===== src/hw/rtl/thr_pkg.sv =====
// shared types and codes for the touch hit test and grab router
// no dependencies; used by thr_cmp and the router by scoped name, and by the bench
package thr_pkg;

  // default table depth
  localparam int NUM_SURFACES_DEF = 16;

  // item kinds on func
  localparam logic FUNC_WRITE = 1'b0;
  localparam logic FUNC_TOUCH = 1'b1;

  // touch phases on touch_kind
  localparam logic [1:0] KIND_DOWN = 2'd0;
  localparam logic [1:0] KIND_MOVE = 2'd1;
  localparam logic [1:0] KIND_UP   = 2'd2;
  localparam logic [1:0] KIND_NONE = 2'd3;

  // event codes on event_type
  localparam logic [1:0] EVT_DOWN = 2'd1;
  localparam logic [1:0] EVT_MOVE = 2'd2;
  localparam logic [1:0] EVT_UP   = 2'd3;

  // one surface table entry as held in the table ram
  typedef struct packed {
    logic [31:0]        recency;
    logic signed [15:0] layer;
    logic [14:0]        height;
    logic [14:0]        width;
    logic signed [15:0] top;
    logic signed [15:0] left;
    logic               deliverable;
    logic               visible;
    logic [15:0]        surf_id;
  } entry_t;

  localparam int ENTRY_W = $bits(entry_t);

  // touch item as seen by the compare unit
  typedef struct packed {
    logic               down;
    logic signed [15:0] x;
    logic signed [15:0] y;
    logic [15:0]        grab_id;
  } probe_t;

  // current best candidate as seen by the compare unit
  typedef struct packed {
    logic               have;
    logic signed [15:0] layer;
    logic [31:0]        recency;
  } best_t;

endpackage


===== src/hw/rtl/thr_ram.sv =====
// generic single write port ram with registered read
// no dependencies
module thr_ram #(
  parameter int WIDTH = 8,
  parameter int DEPTH = 16,
  parameter int AW    = (DEPTH > 1) ? $clog2(DEPTH) : 1
) (
  input  logic             clk,
  input  logic             we,
  input  logic [AW-1:0]    waddr,
  input  logic [WIDTH-1:0] wdata,
  input  logic [AW-1:0]    raddr,
  output logic [WIDTH-1:0] rdata
);

  logic [WIDTH-1:0] mem [DEPTH];

  // write port
  always_ff @(posedge clk) begin
    if (we) begin
      mem[waddr] <= wdata;
    end
  end

  // registered read port
  always_ff @(posedge clk) begin
    rdata <= mem[raddr];
  end

endmodule


===== src/hw/rtl/thr_cmp.sv =====
// shared compare unit: hit test of one entry and priority against the best so far
// depends on thr_pkg
module thr_cmp (
  input  thr_pkg::entry_t entry,
  input  logic            entry_valid,
  input  thr_pkg::probe_t probe,
  input  thr_pkg::best_t  best,
  output logic            take
);

  logic signed [16:0] l17;
  logic signed [16:0] t17;
  logic signed [16:0] r17;
  logic signed [16:0] b17;
  logic signed [16:0] x17;
  logic signed [16:0] y17;
  logic               inside_pt;
  logic               better;

  // rectangle edges at 17 bits
  assign l17 = 17'(entry.left);
  assign t17 = 17'(entry.top);
  assign r17 = l17 + $signed({2'b00, entry.width});
  assign b17 = t17 + $signed({2'b00, entry.height});
  assign x17 = 17'(probe.x);
  assign y17 = 17'(probe.y);

  assign inside_pt = (x17 >= l17) && (x17 < r17) && (y17 >= t17) && (y17 < b17);

  // higher layer wins, then higher recency; ties keep the earlier slot
  assign better = (entry.layer > best.layer) ||
                  ((entry.layer == best.layer) && (entry.recency > best.recency));

  // down picks the top hit, move and up take the first id match
  always_comb begin
    if (probe.down) begin
      take = entry_valid && (entry.surf_id != 16'd0) && entry.visible && inside_pt &&
             (!best.have || better);
    end else begin
      take = entry_valid && !best.have && (entry.surf_id == probe.grab_id);
    end
  end

endmodule


===== src/hw/rtl/touch_hit_test_and_grab_router.sv =====
// touch item that scans: accepted in idle, then the scan state, then fin, which loads the
// result register once it is free, and only then is the next item taken; a write item, a touch of kind three or a move
// or up with no grab skips the scan and goes from idle straight to fin
// the table ram is scanned one slot per cycle through its single read port
// the result sits in an output register, so a new item is taken while it waits
// reset (rst, synchronous) clears all slot valid bits at once and the grab; no clearing pass
module touch_hit_test_and_grab_router #(
  parameter int NUM_SURFACES = thr_pkg::NUM_SURFACES_DEF
) (
  input  logic         clk,
  input  logic         rst,
  input  logic         s_axis_tvalid,
  output logic         s_axis_tready,
  // slot[3:0] surf_id[19:4] visible[20] deliverable[21] pos_x[37:22] pos_y[53:38]
  // width[68:54] height[83:69] layer[99:84] recency[131:100], zero pad to 136
  input  logic [135:0] s_axis_tdata,
  // func[0] touch_kind[2:1]
  input  logic [2:0]   s_axis_tuser,
  output logic         m_axis_tvalid,
  input  logic         m_axis_tready,
  // target_id[15:0] local_x[31:16] local_y[47:32]
  output logic [47:0]  m_axis_tdata,
  // delivered[0] event_type[2:1]
  output logic [2:0]   m_axis_tuser
);

  localparam int AW = (NUM_SURFACES > 1) ? $clog2(NUM_SURFACES) : 1;
  localparam int CW = $clog2(NUM_SURFACES + 1);

  localparam logic [1:0] ST_IDLE = 2'd0;
  localparam logic [1:0] ST_SCAN = 2'd1;
  localparam logic [1:0] ST_FIN  = 2'd2;

  // input field split
  logic                in_func;
  logic [1:0]          in_kind;
  logic [3:0]          in_slot;
  thr_pkg::entry_t     in_entry;
  logic                in_take;

  assign in_func              = s_axis_tuser[0];
  assign in_kind              = s_axis_tuser[2:1];
  assign in_slot              = s_axis_tdata[3:0];
  assign in_entry.surf_id     = s_axis_tdata[19:4];
  assign in_entry.visible     = s_axis_tdata[20];
  assign in_entry.deliverable = s_axis_tdata[21];
  assign in_entry.left        = s_axis_tdata[37:22];
  assign in_entry.top         = s_axis_tdata[53:38];
  assign in_entry.width       = s_axis_tdata[68:54];
  assign in_entry.height      = s_axis_tdata[83:69];
  assign in_entry.layer       = s_axis_tdata[99:84];
  assign in_entry.recency     = s_axis_tdata[131:100];

  // control state
  logic [1:0]              state;
  logic [CW-1:0]           cnt;
  logic                    eval_v;
  logic                    eval_last;
  logic [NUM_SURFACES-1:0] slot_valid;
  logic                    rd_valid;
  logic [15:0]             grab_id;
  logic                    best_have;

  // item and best-candidate payload
  logic                    quick;
  logic                    it_down;
  logic                    it_up;
  logic signed [15:0]      it_x;
  logic signed [15:0]      it_y;
  thr_pkg::entry_t         best;

  // ram ports
  logic                    ram_we;
  logic [AW-1:0]           ram_waddr;
  logic [AW-1:0]           ram_raddr;
  thr_pkg::entry_t         ram_rdata;
  logic                    issuing;

  // compare unit hookup
  thr_pkg::probe_t         probe;
  thr_pkg::best_t          best_view;
  logic                    take;

  // output side
  logic                    out_free;
  logic                    res_dlv;
  logic [1:0]              res_evt;

  assign s_axis_tready = (state == ST_IDLE);
  assign in_take       = s_axis_tvalid && s_axis_tready;
  assign out_free      = !m_axis_tvalid || m_axis_tready;

  // table write on a write item inside the table
  assign ram_we    = in_take && (in_func == thr_pkg::FUNC_WRITE) &&
                     (32'(in_slot) < NUM_SURFACES);
  assign ram_waddr = AW'(in_slot);
  assign issuing   = (state == ST_SCAN) && (cnt < CW'(NUM_SURFACES));
  assign ram_raddr = cnt[AW-1:0];

  thr_ram #(
    .WIDTH(thr_pkg::ENTRY_W),
    .DEPTH(NUM_SURFACES)
  ) u_table (
    .clk  (clk),
    .we   (ram_we),
    .waddr(ram_waddr),
    .wdata(in_entry),
    .raddr(ram_raddr),
    .rdata(ram_rdata)
  );

  assign probe.down        = it_down;
  assign probe.x           = it_x;
  assign probe.y           = it_y;
  assign probe.grab_id     = grab_id;
  assign best_view.have    = best_have;
  assign best_view.layer   = best.layer;
  assign best_view.recency = best.recency;

  thr_cmp u_cmp (
    .entry      (ram_rdata),
    .entry_valid(rd_valid),
    .probe      (probe),
    .best       (best_view),
    .take       (take)
  );

  // result flags from the scan outcome
  assign res_dlv = !quick && best_have && best.deliverable;
  always_comb begin
    if (it_down) begin
      res_evt = thr_pkg::EVT_DOWN;
    end else if (it_up) begin
      res_evt = thr_pkg::EVT_UP;
    end else begin
      res_evt = thr_pkg::EVT_MOVE;
    end
  end

  // sequencer, slot valid bits and grab
  always_ff @(posedge clk) begin
    if (rst) begin
      state      <= ST_IDLE;
      cnt        <= '0;
      eval_v     <= 1'b0;
      eval_last  <= 1'b0;
      slot_valid <= '0;
      rd_valid   <= 1'b0;
      grab_id    <= 16'd0;
      best_have  <= 1'b0;
    end else begin
      rd_valid <= slot_valid[ram_raddr];
      if (ram_we) begin
        slot_valid[ram_waddr] <= 1'b1;
      end
      unique case (state)
        ST_IDLE: begin
          if (in_take) begin
            cnt       <= '0;
            eval_v    <= 1'b0;
            best_have <= 1'b0;
            if (in_func == thr_pkg::FUNC_WRITE || in_kind == thr_pkg::KIND_NONE ||
                (in_kind != thr_pkg::KIND_DOWN && grab_id == 16'd0)) begin
              state <= ST_FIN;
            end else begin
              state <= ST_SCAN;
            end
          end
        end
        ST_SCAN: begin
          if (issuing) begin
            cnt <= cnt + CW'(1);
          end
          eval_v    <= issuing;
          eval_last <= (cnt == CW'(NUM_SURFACES - 1));
          if (eval_v && take) begin
            best_have <= 1'b1;
          end
          if (eval_v && eval_last) begin
            state <= ST_FIN;
          end
        end
        ST_FIN: begin
          if (out_free) begin
            state <= ST_IDLE;
            if (!quick) begin
              if (!best_have) begin
                if (!it_down) begin
                  grab_id <= 16'd0;
                end
              end else if (!best.deliverable || it_up) begin
                grab_id <= 16'd0;
              end else if (it_down) begin
                grab_id <= best.surf_id;
              end
            end
          end
        end
        default: begin
          state <= ST_IDLE;
        end
      endcase
    end
  end

  // item capture and best-candidate payload
  always_ff @(posedge clk) begin
    if (in_take) begin
      quick   <= (in_func == thr_pkg::FUNC_WRITE) || (in_kind == thr_pkg::KIND_NONE) ||
                 (in_kind != thr_pkg::KIND_DOWN && grab_id == 16'd0);
      it_down <= (in_kind == thr_pkg::KIND_DOWN);
      it_up   <= (in_kind == thr_pkg::KIND_UP);
      it_x    <= in_entry.left;
      it_y    <= in_entry.top;
    end
    if (state == ST_SCAN && eval_v && take) begin
      best <= ram_rdata;
    end
  end

  // output word register
  always_ff @(posedge clk) begin
    if (rst) begin
      m_axis_tvalid <= 1'b0;
    end else if (state == ST_FIN && out_free) begin
      m_axis_tvalid <= 1'b1;
    end else if (m_axis_tready) begin
      m_axis_tvalid <= 1'b0;
    end
  end

  always_ff @(posedge clk) begin
    if (state == ST_FIN && out_free) begin
      if (res_dlv) begin
        m_axis_tdata <= {16'(it_y - best.top), 16'(it_x - best.left), best.surf_id};
        m_axis_tuser <= {res_evt, 1'b1};
      end else begin
        m_axis_tdata <= '0;
        m_axis_tuser <= '0;
      end
    end
  end

endmodule


===== config.mk =====
export PLATFORM = sky130hd
export DESIGN_NAME = touch_hit_test_and_grab_router
export DESIGN_NICKNAME = d
export VERILOG_FILES = /design/src/hw/rtl/thr_pkg.sv /design/src/hw/rtl/thr_ram.sv /design/src/hw/rtl/thr_cmp.sv /design/src/hw/rtl/touch_hit_test_and_grab_router.sv
export SDC_FILE = /design/constraint.sdc
export NUM_CORES = 2
export LEC_CHECK = 0
export BUFFER_PORTS_ARGS = -buffer_cell sky130_fd_sc_hd__buf_4
export CORE_MARGIN = 3
export CORE_UTILIZATION = 59
export DETAILED_ROUTE_END_ITERATION = 7
export GPL_ROUTABILITY_DRIVEN = 0
export PLACE_DENSITY = 0.76
export SKIP_LAST_GASP = 1
export SLEW_MARGIN = 30
export SYNTH_ARGS = -nofsm -noshare
export SYNTH_HDL_FRONTEND = slang
export SYNTH_SLANG_ARGS = --single-unit

===== constraint.sdc =====
create_clock -name clk -period 23 [get_ports clk]
set_input_delay 6.9 -clock clk [delete_from_list [all_inputs] [get_ports clk]]
set_output_delay 6.9 -clock clk [all_outputs]
set_load 0.03 [all_outputs]

# == Word-level counts from Yosys, hierarchy flattened ==
# Memory sizes are Yosys's and may differ from the RTL's. A register that Yosys moved wholly into a read port is not among the register bits.
# Cells that the tools add are included.
# Widths: inputs -> output; s select.
# totals
input_bits,143
ram_bits,2048
word_cells,131
out_inout_bits,53
reg_bits,227
memories,1
# mem_list
memory,depth,word_bits,read_ports,rd_clocked_by_memory_dff,wr,line,rtl
u_table.mem,16,128,1,1,1,thr_ram.sv:16,logic [WIDTH-1:0] mem [DEPTH];
# classes
magnitude_cmp,10
eq_ne,14
reduce_logical,45
mux,28
n_bitwise,4
addsub,5
# ops
cell,count
$mux 16,4
$add 16x16->17,2
$lt 16x17->1,2
$eq 16x16->1,2
$ge 16x16->1,2
$gt 32x32->1,1
$sub 16x16->16,2
$logic_and 1x1->1,22
$gt 16x16->1,1
$logic_not 16->1,1
$or 16x16->16,1
$reduce_bool 16->1,1
$mux 1,12
$lt 4x5->1 const B,2
$mux 5,2
$pmux 5 s2,1
$reduce_and 3->1,3
$mux 2,4
$eq 2x2->1 const B,3
$logic_or 1x1->1,6
$ne 2x1->1 const B,3
$ne 2x2->1 const B,3
$pmux 2 s3,1
$reduce_bool 2->1,3
other kinds (15),22

# == Logic depth before layout (Yosys ltp) ==
# logic_depth
depth_word,11
mapped_depth,20
depth_no_buf,20

# == Modules after synthesis ==
# From an unflattened synthesis, not the netlist that was laid out.
# unflattened
cells_unflattened,4614
area_unflattened_um2,92982.9
# modules_own_cells
module,area_each_um2,seq_area_each_um2,n_inst,cells_per_inst
thr_ram,79444.9,64061.4,1,3357
touch_hit_test_and_grab_router,9236.4,6376.1,1,678
thr_cmp,4301.6,0.0,1,579

# == Least setup slack after synthesis ==
# No wires, ideal clock.
# synth_path
kind,input-to-reg
from,in s_axis_tvalid
to,mem u_table.mem[0][0] (netlist name) (enable)
setup_time_ns,0.776
required_ns,22.224
path_slack_ns,6.011
path_buffers,0
arrival_ns,16.213
cell_stages,3
path_cell_list,nand2_1 > or4_1 > nor3_1
# synth_via
elab_chain_cells,4
# synth_lines
item,line,rtl
from (decl),touch_hit_test_and_grab_router.sv:12,"input logic s_axis_tvalid,"
$logic_and 1x1->1,touch_hit_test_and_grab_router.sv:90,assign in_take = s_axis_tvalid && s_axis_tready;
$logic_and 1x1->1,touch_hit_test_and_grab_router.sv:94,assign ram_we = in_take && (in_func == thr_pkg::FUNC_WRITE) &&
$mux 1,thr_ram.sv:20,if (we) begin
$mux 1 (not written as such),thr_ram.sv:21,mem[waddr] <= wdata;
to (decl),thr_ram.sv:16,
# Every way passes these cells.

# == Final worst setup path ==
# layout_path
from,in s_axis_tvalid
to,mem u_table.mem[3][103] (netlist name) (enable)
# Same word-level chain as after synthesis.

==> flow_summary.html <==
<table>
<tr><th>Metric</th><th>Value</th></tr>
<tr><th colspan="2">Worst setup path</th></tr>
<tr><td>Critical Path Most Common Cell</td><td>sky130_fd_sc_hd__buf_4</td></tr>
<tr><td>Worst EP arrival</td><td>10.56 ns</td></tr>
<tr><td>Reg-to-Reg End</td><td>best[24]</td></tr>
<tr><td>WS Path Type</td><td>in -&gt; reg</td></tr>
<tr><td>CP peak stage delay</td><td>0.86 ns</td></tr>
<tr><td>CP Cell Sequence</td><td>buf_4 &gt; nand2_1 &gt; or4_1 &gt; nor2_4 &gt; buf_4 &gt; buf_4</td></tr>
<tr><td>Crit path buffers/inverters</td><td>3</td></tr>
<tr><td>Register-to-Register Setup Slack</td><td>17.09 ns</td></tr>
<tr><td>Critical Path Slowest Stage Cell</td><td>sky130_fd_sc_hd__buf_4</td></tr>
<tr><td>Top Family by Delay on Critical Path</td><td>buffers and inverters</td></tr>
<tr><td>Sort of element at the end of the critical path</td><td>flop</td></tr>
<tr><td>Worst path required time</td><td>23.44 ns</td></tr>
<tr><td>Reg2reg start</td><td>u_table.rdata[34]</td></tr>
<tr><td>Critical Path Source Type</td><td>primary input</td></tr>
<tr><td>Number of cell instances on the worst register-to-register path</td><td>20</td></tr>
<tr><td>Crit path max fanout</td><td>45</td></tr>
<tr><th colspan="2">Timing</th></tr>
<tr><td>Slew margin rel.</td><td>29.8%</td></tr>
<tr><td>Setup-failing EPs final</td><td>0</td></tr>
<tr><td>Max-slew violation total from the final report</td><td>0</td></tr>
<tr><td>Final setup TNS</td><td>0 ns</td></tr>
<tr><td>Setup skew after layout</td><td>0.0461 ns</td></tr>
<tr><td>Top achievable clock speed</td><td>0.0988 GHz</td></tr>
<tr><td>Worst-case hold slack</td><td>0.420 ns</td></tr>
<tr><td>Hold Fails Final Rpt</td><td>0</td></tr>
<tr><td>Tightest Pin Transition</td><td>1.05 ns</td></tr>
<tr><td>Period minus WS final</td><td>10.13 ns</td></tr>
<tr><td>Fraction of the cycle the final worst path needs</td><td>44.0%</td></tr>
<tr><td>Unrepaired setup endpoints after global routing</td><td>no</td></tr>
<tr><th colspan="2">Clock tree</th></tr>
<tr><td>Level count of the clock H-tree</td><td>4</td></tr>
<tr><td>TritonCTS Buffers</td><td>225</td></tr>
<tr><td>Quantity of hold-fixing buffers added after cts</td><td>0</td></tr>
<tr><td>Clk Latency, worst-skew pair</td><td>0.85 ns</td></tr>
<tr><td>CTS resizes</td><td>0</td></tr>
<tr><td>Buffer depth of the longest clock path</td><td>3</td></tr>
<tr><td>Clock tree from TritonCTS</td><td>yes</td></tr>
<tr><td>Root Buffer</td><td>sky130_fd_sc_hd__clkbuf_16</td></tr>
<tr><td>Clock edge transition at the registers on the reported setup and hold paths</td><td>0.06 ns</td></tr>
<tr><td>TritonCTS Sinks</td><td>2403</td></tr>
<tr><td>Setup repair bufs after CTS</td><td>0</td></tr>
<tr><th colspan="2">Global route</th></tr>
<tr><td>GRT Util Overall</td><td>26.0%</td></tr>
<tr><td>Maximum number of pins on one net before global-route repair</td><td>161</td></tr>
<tr><td>Number of antenna violations at the first check in global routing</td><td>20</td></tr>
<tr><td>First-pass GRT wire length</td><td>306 mm</td></tr>
<tr><td>Number of global-route vias before repair</td><td>44.9k</td></tr>
<tr><td>GR Overflow Total</td><td>0</td></tr>
<tr><th colspan="2">Synthesis</th></tr>
<tr><td>Count of state elements after synthesis</td><td>2403</td></tr>
<tr><td>Share of flip-flops with an asynchronous set or reset after synthesis</td><td>0%</td></tr>
<tr><td>Sequential area share after synthesis</td><td>76.2%</td></tr>
<tr><td>Cell type contributing the most total cell area after synthesis</td><td>sky130_fd_sc_hd__edfxtp_1</td></tr>
<tr><td>Commonest cells in the netlist</td><td>2231 x sky130_fd_sc_hd__edfxtp_1, 645 x sky130_fd_sc_hd__mux4_2, 174 x sky130_fd_sc_hd__ha_1, 172 x sky130_fd_sc_hd__dfxtp_1, 130 x sky130_fd_sc_hd__inv_1</td></tr>
<tr><td>Top-area cell type share of the netlist area</td><td>72.5%</td></tr>
<tr><td>Average size of a mapped cell</td><td>22.0 sq um</td></tr>
<tr><td>Dominant cell by count in the synthesized netlist</td><td>sky130_fd_sc_hd__edfxtp_1</td></tr>
<tr><td>Top cells by area, synth</td><td>sky130_fd_sc_hd__edfxtp_1 72%, sky130_fd_sc_hd__mux4_2 16%, sky130_fd_sc_hd__dfxtp_1 3.7%</td></tr>
<tr><td>Simple-gate share of the synthesized area</td><td>2.00%</td></tr>
<tr><td>Number of enable-type register cells in the synthesized netlist</td><td>2231</td></tr>
<tr><td>Multiplexer fraction of the synthesized cell area</td><td>15.7%</td></tr>
<tr><td>Fraction of the mapped netlist area in compound gates</td><td>1.73%</td></tr>
<tr><td>Net Count, Synth</td><td>4518</td></tr>
<tr><td>Total standard cell area after synthesis</td><td>0.0924 sq mm</td></tr>
<tr><td>Post-Synth Adder-Cell Area</td><td>2.45%</td></tr>
<tr><td>Post-synthesis xor/xnor area fraction</td><td>0.597%</td></tr>
<tr><td>Count of synthesis-stage warnings from yosys</td><td>0</td></tr>
<tr><td>Unique masters post-synth</td><td>60</td></tr>
<tr><td>Post-Synthesis Cells</td><td>4197</td></tr>
<tr><td>Main combinational cell family by area after synthesis</td><td>multiplexers</td></tr>
<tr><td>Primary flip-flop cell chosen by synthesis mapping</td><td>sky130_fd_sc_hd__edfxtp_1</td></tr>
<tr><th colspan="2">Floorplanning</th></tr>
<tr><td>Core footprint</td><td>0.155 sq mm</td></tr>
<tr><td>Chip Width</td><td>402 microns</td></tr>
<tr><td>Cell row count</td><td>144</td></tr>
<tr><td>Height of the die</td><td>402 microns</td></tr>
<tr><td>Number of top-level design ports</td><td>196</td></tr>
<tr><td>Area of the die</td><td>0.161 sq mm</td></tr>
<tr><td>Starting Density</td><td>59.7%</td></tr>
<tr><th colspan="2">Power</th></tr>
<tr><td>Power Dens Cells</td><td>84.1 mW/mm^2</td></tr>
<tr><td>Max rail drop VDD</td><td>70.2 uV</td></tr>
<tr><td>Leak Pwr</td><td>33.2 nW</td></tr>
<tr><th colspan="2">Routing</th></tr>
<tr><td>Total routed wirelength</td><td>207 mm</td></tr>
<tr><td>Detailed Routing Iterations Pass 1</td><td>8</td></tr>
<tr><td>Via-to-Cell Ratio</td><td>6.49</td></tr>
<tr><td>Vias after detailed routing</td><td>44.0k</td></tr>
<tr><td>Final routed wire length divided by cell count</td><td>30.5 microns</td></tr>
<tr><td>Final routed DRC violation total</td><td>0</td></tr>
<tr><td>Post-route antenna net violation count</td><td>0</td></tr>
<tr><td>DRC marker count from the first detailed-route iteration</td><td>4797</td></tr>
<tr><th colspan="2">Placed design</th></tr>
<tr><td>Port Buffer Count</td><td>191</td></tr>
<tr><td>Placed wire-length estimate after detailed placement</td><td>106 mm</td></tr>
<tr><th colspan="2">Cells and area</th></tr>
<tr><td>Multi-input logic area</td><td>0.0209 sq mm</td></tr>
<tr><td>Register area</td><td>0.0705 sq mm</td></tr>
<tr><td>Total number of nets in the final design</td><td>4850</td></tr>
<tr><td>Fraction of final layout cells sized beyond drive strength 1</td><td>27.6%</td></tr>
<tr><td>Synthesis-to-layout area growth</td><td>12.8%</td></tr>
<tr><td>Layout fillers</td><td>9295</td></tr>
<tr><td>Post-layout utilization of the core</td><td>67.4%</td></tr>
<tr><th colspan="2">Flow run</th></tr>
<tr><td>Max Cap Violations</td><td>0</td></tr>
<tr><th colspan="2">Outcome</th></tr>
<tr><td>Result of the run</td><td>completed</td></tr>
<tr><th colspan="2">Hold path</th></tr>
<tr><td>Hold_sp</td><td>u_table.rdata[92]</td></tr>
<tr><td>Worst hold path endpoint</td><td>best[92]</td></tr>
<tr><td>Worst min-delay path class</td><td>reg -&gt; reg</td></tr>
<tr><td>Instance count along the most critical hold path</td><td>0</td></tr>
</table>
==> logic make-up after synthesis <==
logic type	Yosys count
buffers and inverters	290
DFF	2403
adders and majority gates	179
and+or+nand+nor	371
muxes	646
xor gates and xnor gates	63
AOI/OAI and AO/OA	245
==> worst max-delay path by stage <==
| stage | startpoint | endpoint | slack, ns | depth (start not counted) |
|---|---|---|---|---|
| 5_1_grt | s_axis_tvalid | u_table.mem[1][87] | 12.82 | 6 |
| 4_1_cts | s_axis_tvalid | u_table.mem[6][89] | 12.80 | 8 |
| 3_3_place_gp | s_axis_tvalid | u_table.mem[6][89] | 11.96 | 8 |
| 2_1_floorplan | s_axis_tvalid | u_table.mem[0][0] | 6.01 | 3 |
| 6_report | s_axis_tvalid | u_table.mem[3][103] | 12.87 | 6 |
| 3_5_place_dp | s_axis_tvalid | u_table.mem[6][91] | 11.91 | 8 |
==> area by class of cell <==
cell class	instances	share of cell area [%]
Clock inverter	115	1.15
Antenna cell	14	0.0336
Timing Repair Buffer	265	2.22
Tap cell	2044	2.45
Inverter	130	0.468
Clock buffer	312	6.02
Sequential cell	2403	67.6
Multi-Input combinational cell	1504	20.1
==> power by group <==
group / total [mW] / internal, mW / switching [mW]
sequential: 4.83 / 4.81 / 0.0206
clock: 3.71 / 2.13 / 1.58
combinational: 0.234 / 0.0875 / 0.146
==> per-stage QoR <==
| stage | worst slack [ns] | instances | instance area, sq um | power, mW |
|---|---|---|---|---|
| CTS | 12.80 | 6768 | 104000 | 8.83 |
| finish | 12.87 | 6787 | 104000 | 8.77 |
| detailed placement | 11.91 | 6341 | 96600 | 5.15 |
| global route | 12.82 | 6777 | 104000 | 9.02 |
| floorplan | 6.01 | 4197 | 92400 | 5.04 |
| global placement | 11.96 | 6337 | 96500 | 5.14 |
==> layout by cell type, fill, tap and decap left out, types with 20 or more instances in the layout <==
cell / count
sky130_fd_sc_hd__edfxtp_1: 2231
sky130_fd_sc_hd__mux4_2: 645
sky130_fd_sc_hd__buf_4: 240
sky130_fd_sc_hd__clkbuf_16: 230
sky130_fd_sc_hd__ha_1: 174
sky130_fd_sc_hd__dfxtp_1: 168
sky130_fd_sc_hd__inv_1: 128
sky130_fd_sc_hd__nor2_1: 101
sky130_fd_sc_hd__a21oi_1: 90
sky130_fd_sc_hd__clkbuf_1: 61
sky130_fd_sc_hd__nand2_1: 58
sky130_fd_sc_hd__nand3_1: 45
sky130_fd_sc_hd__o21ai_0: 43
sky130_fd_sc_hd__clkinv_2: 42
sky130_fd_sc_hd__xnor2_1: 32
sky130_fd_sc_hd__xor2_1: 31
sky130_fd_sc_hd__nand4_1: 26
sky130_fd_sc_hd__clkinv_1: 23
sky130_fd_sc_hd__nor3_1: 22
sky130_fd_sc_hd__clkbuf_8: 21
sky130_fd_sc_hd__a21o_1: 20
sky130_fd_sc_hd__bufinv_16: 20
==> flip-flops by register name (all words and copies together), names as in the netlist <==
name	flops
u_table.rdata	128
grab_id	16
it_y	16
eval_last	1
it_x	16
rd_valid	1
cnt	5
eval_v	1
m_axis_tuser	3
best_have	1
quick	1
m_axis_tvalid	1
state	2
best	97
m_axis_tdata	48
it_down	1
it_up	1
slot_valid	16
u_table.mem	2048
==> per-layer routing <==
layer | global-route usage (%) | part of all wire [%] | up-vias
met5 | 0 | 0.054 | -
met4 | 7.58 | 2.6 | 16
li1 | - | - | 18200
met2 | 41.9 | 50 | 2078
met3 | 4.86 | 8.4 | 378
met1 | 37.1 | 39 | 23400
No activity file was read; power rests on OpenSTA's default activity.
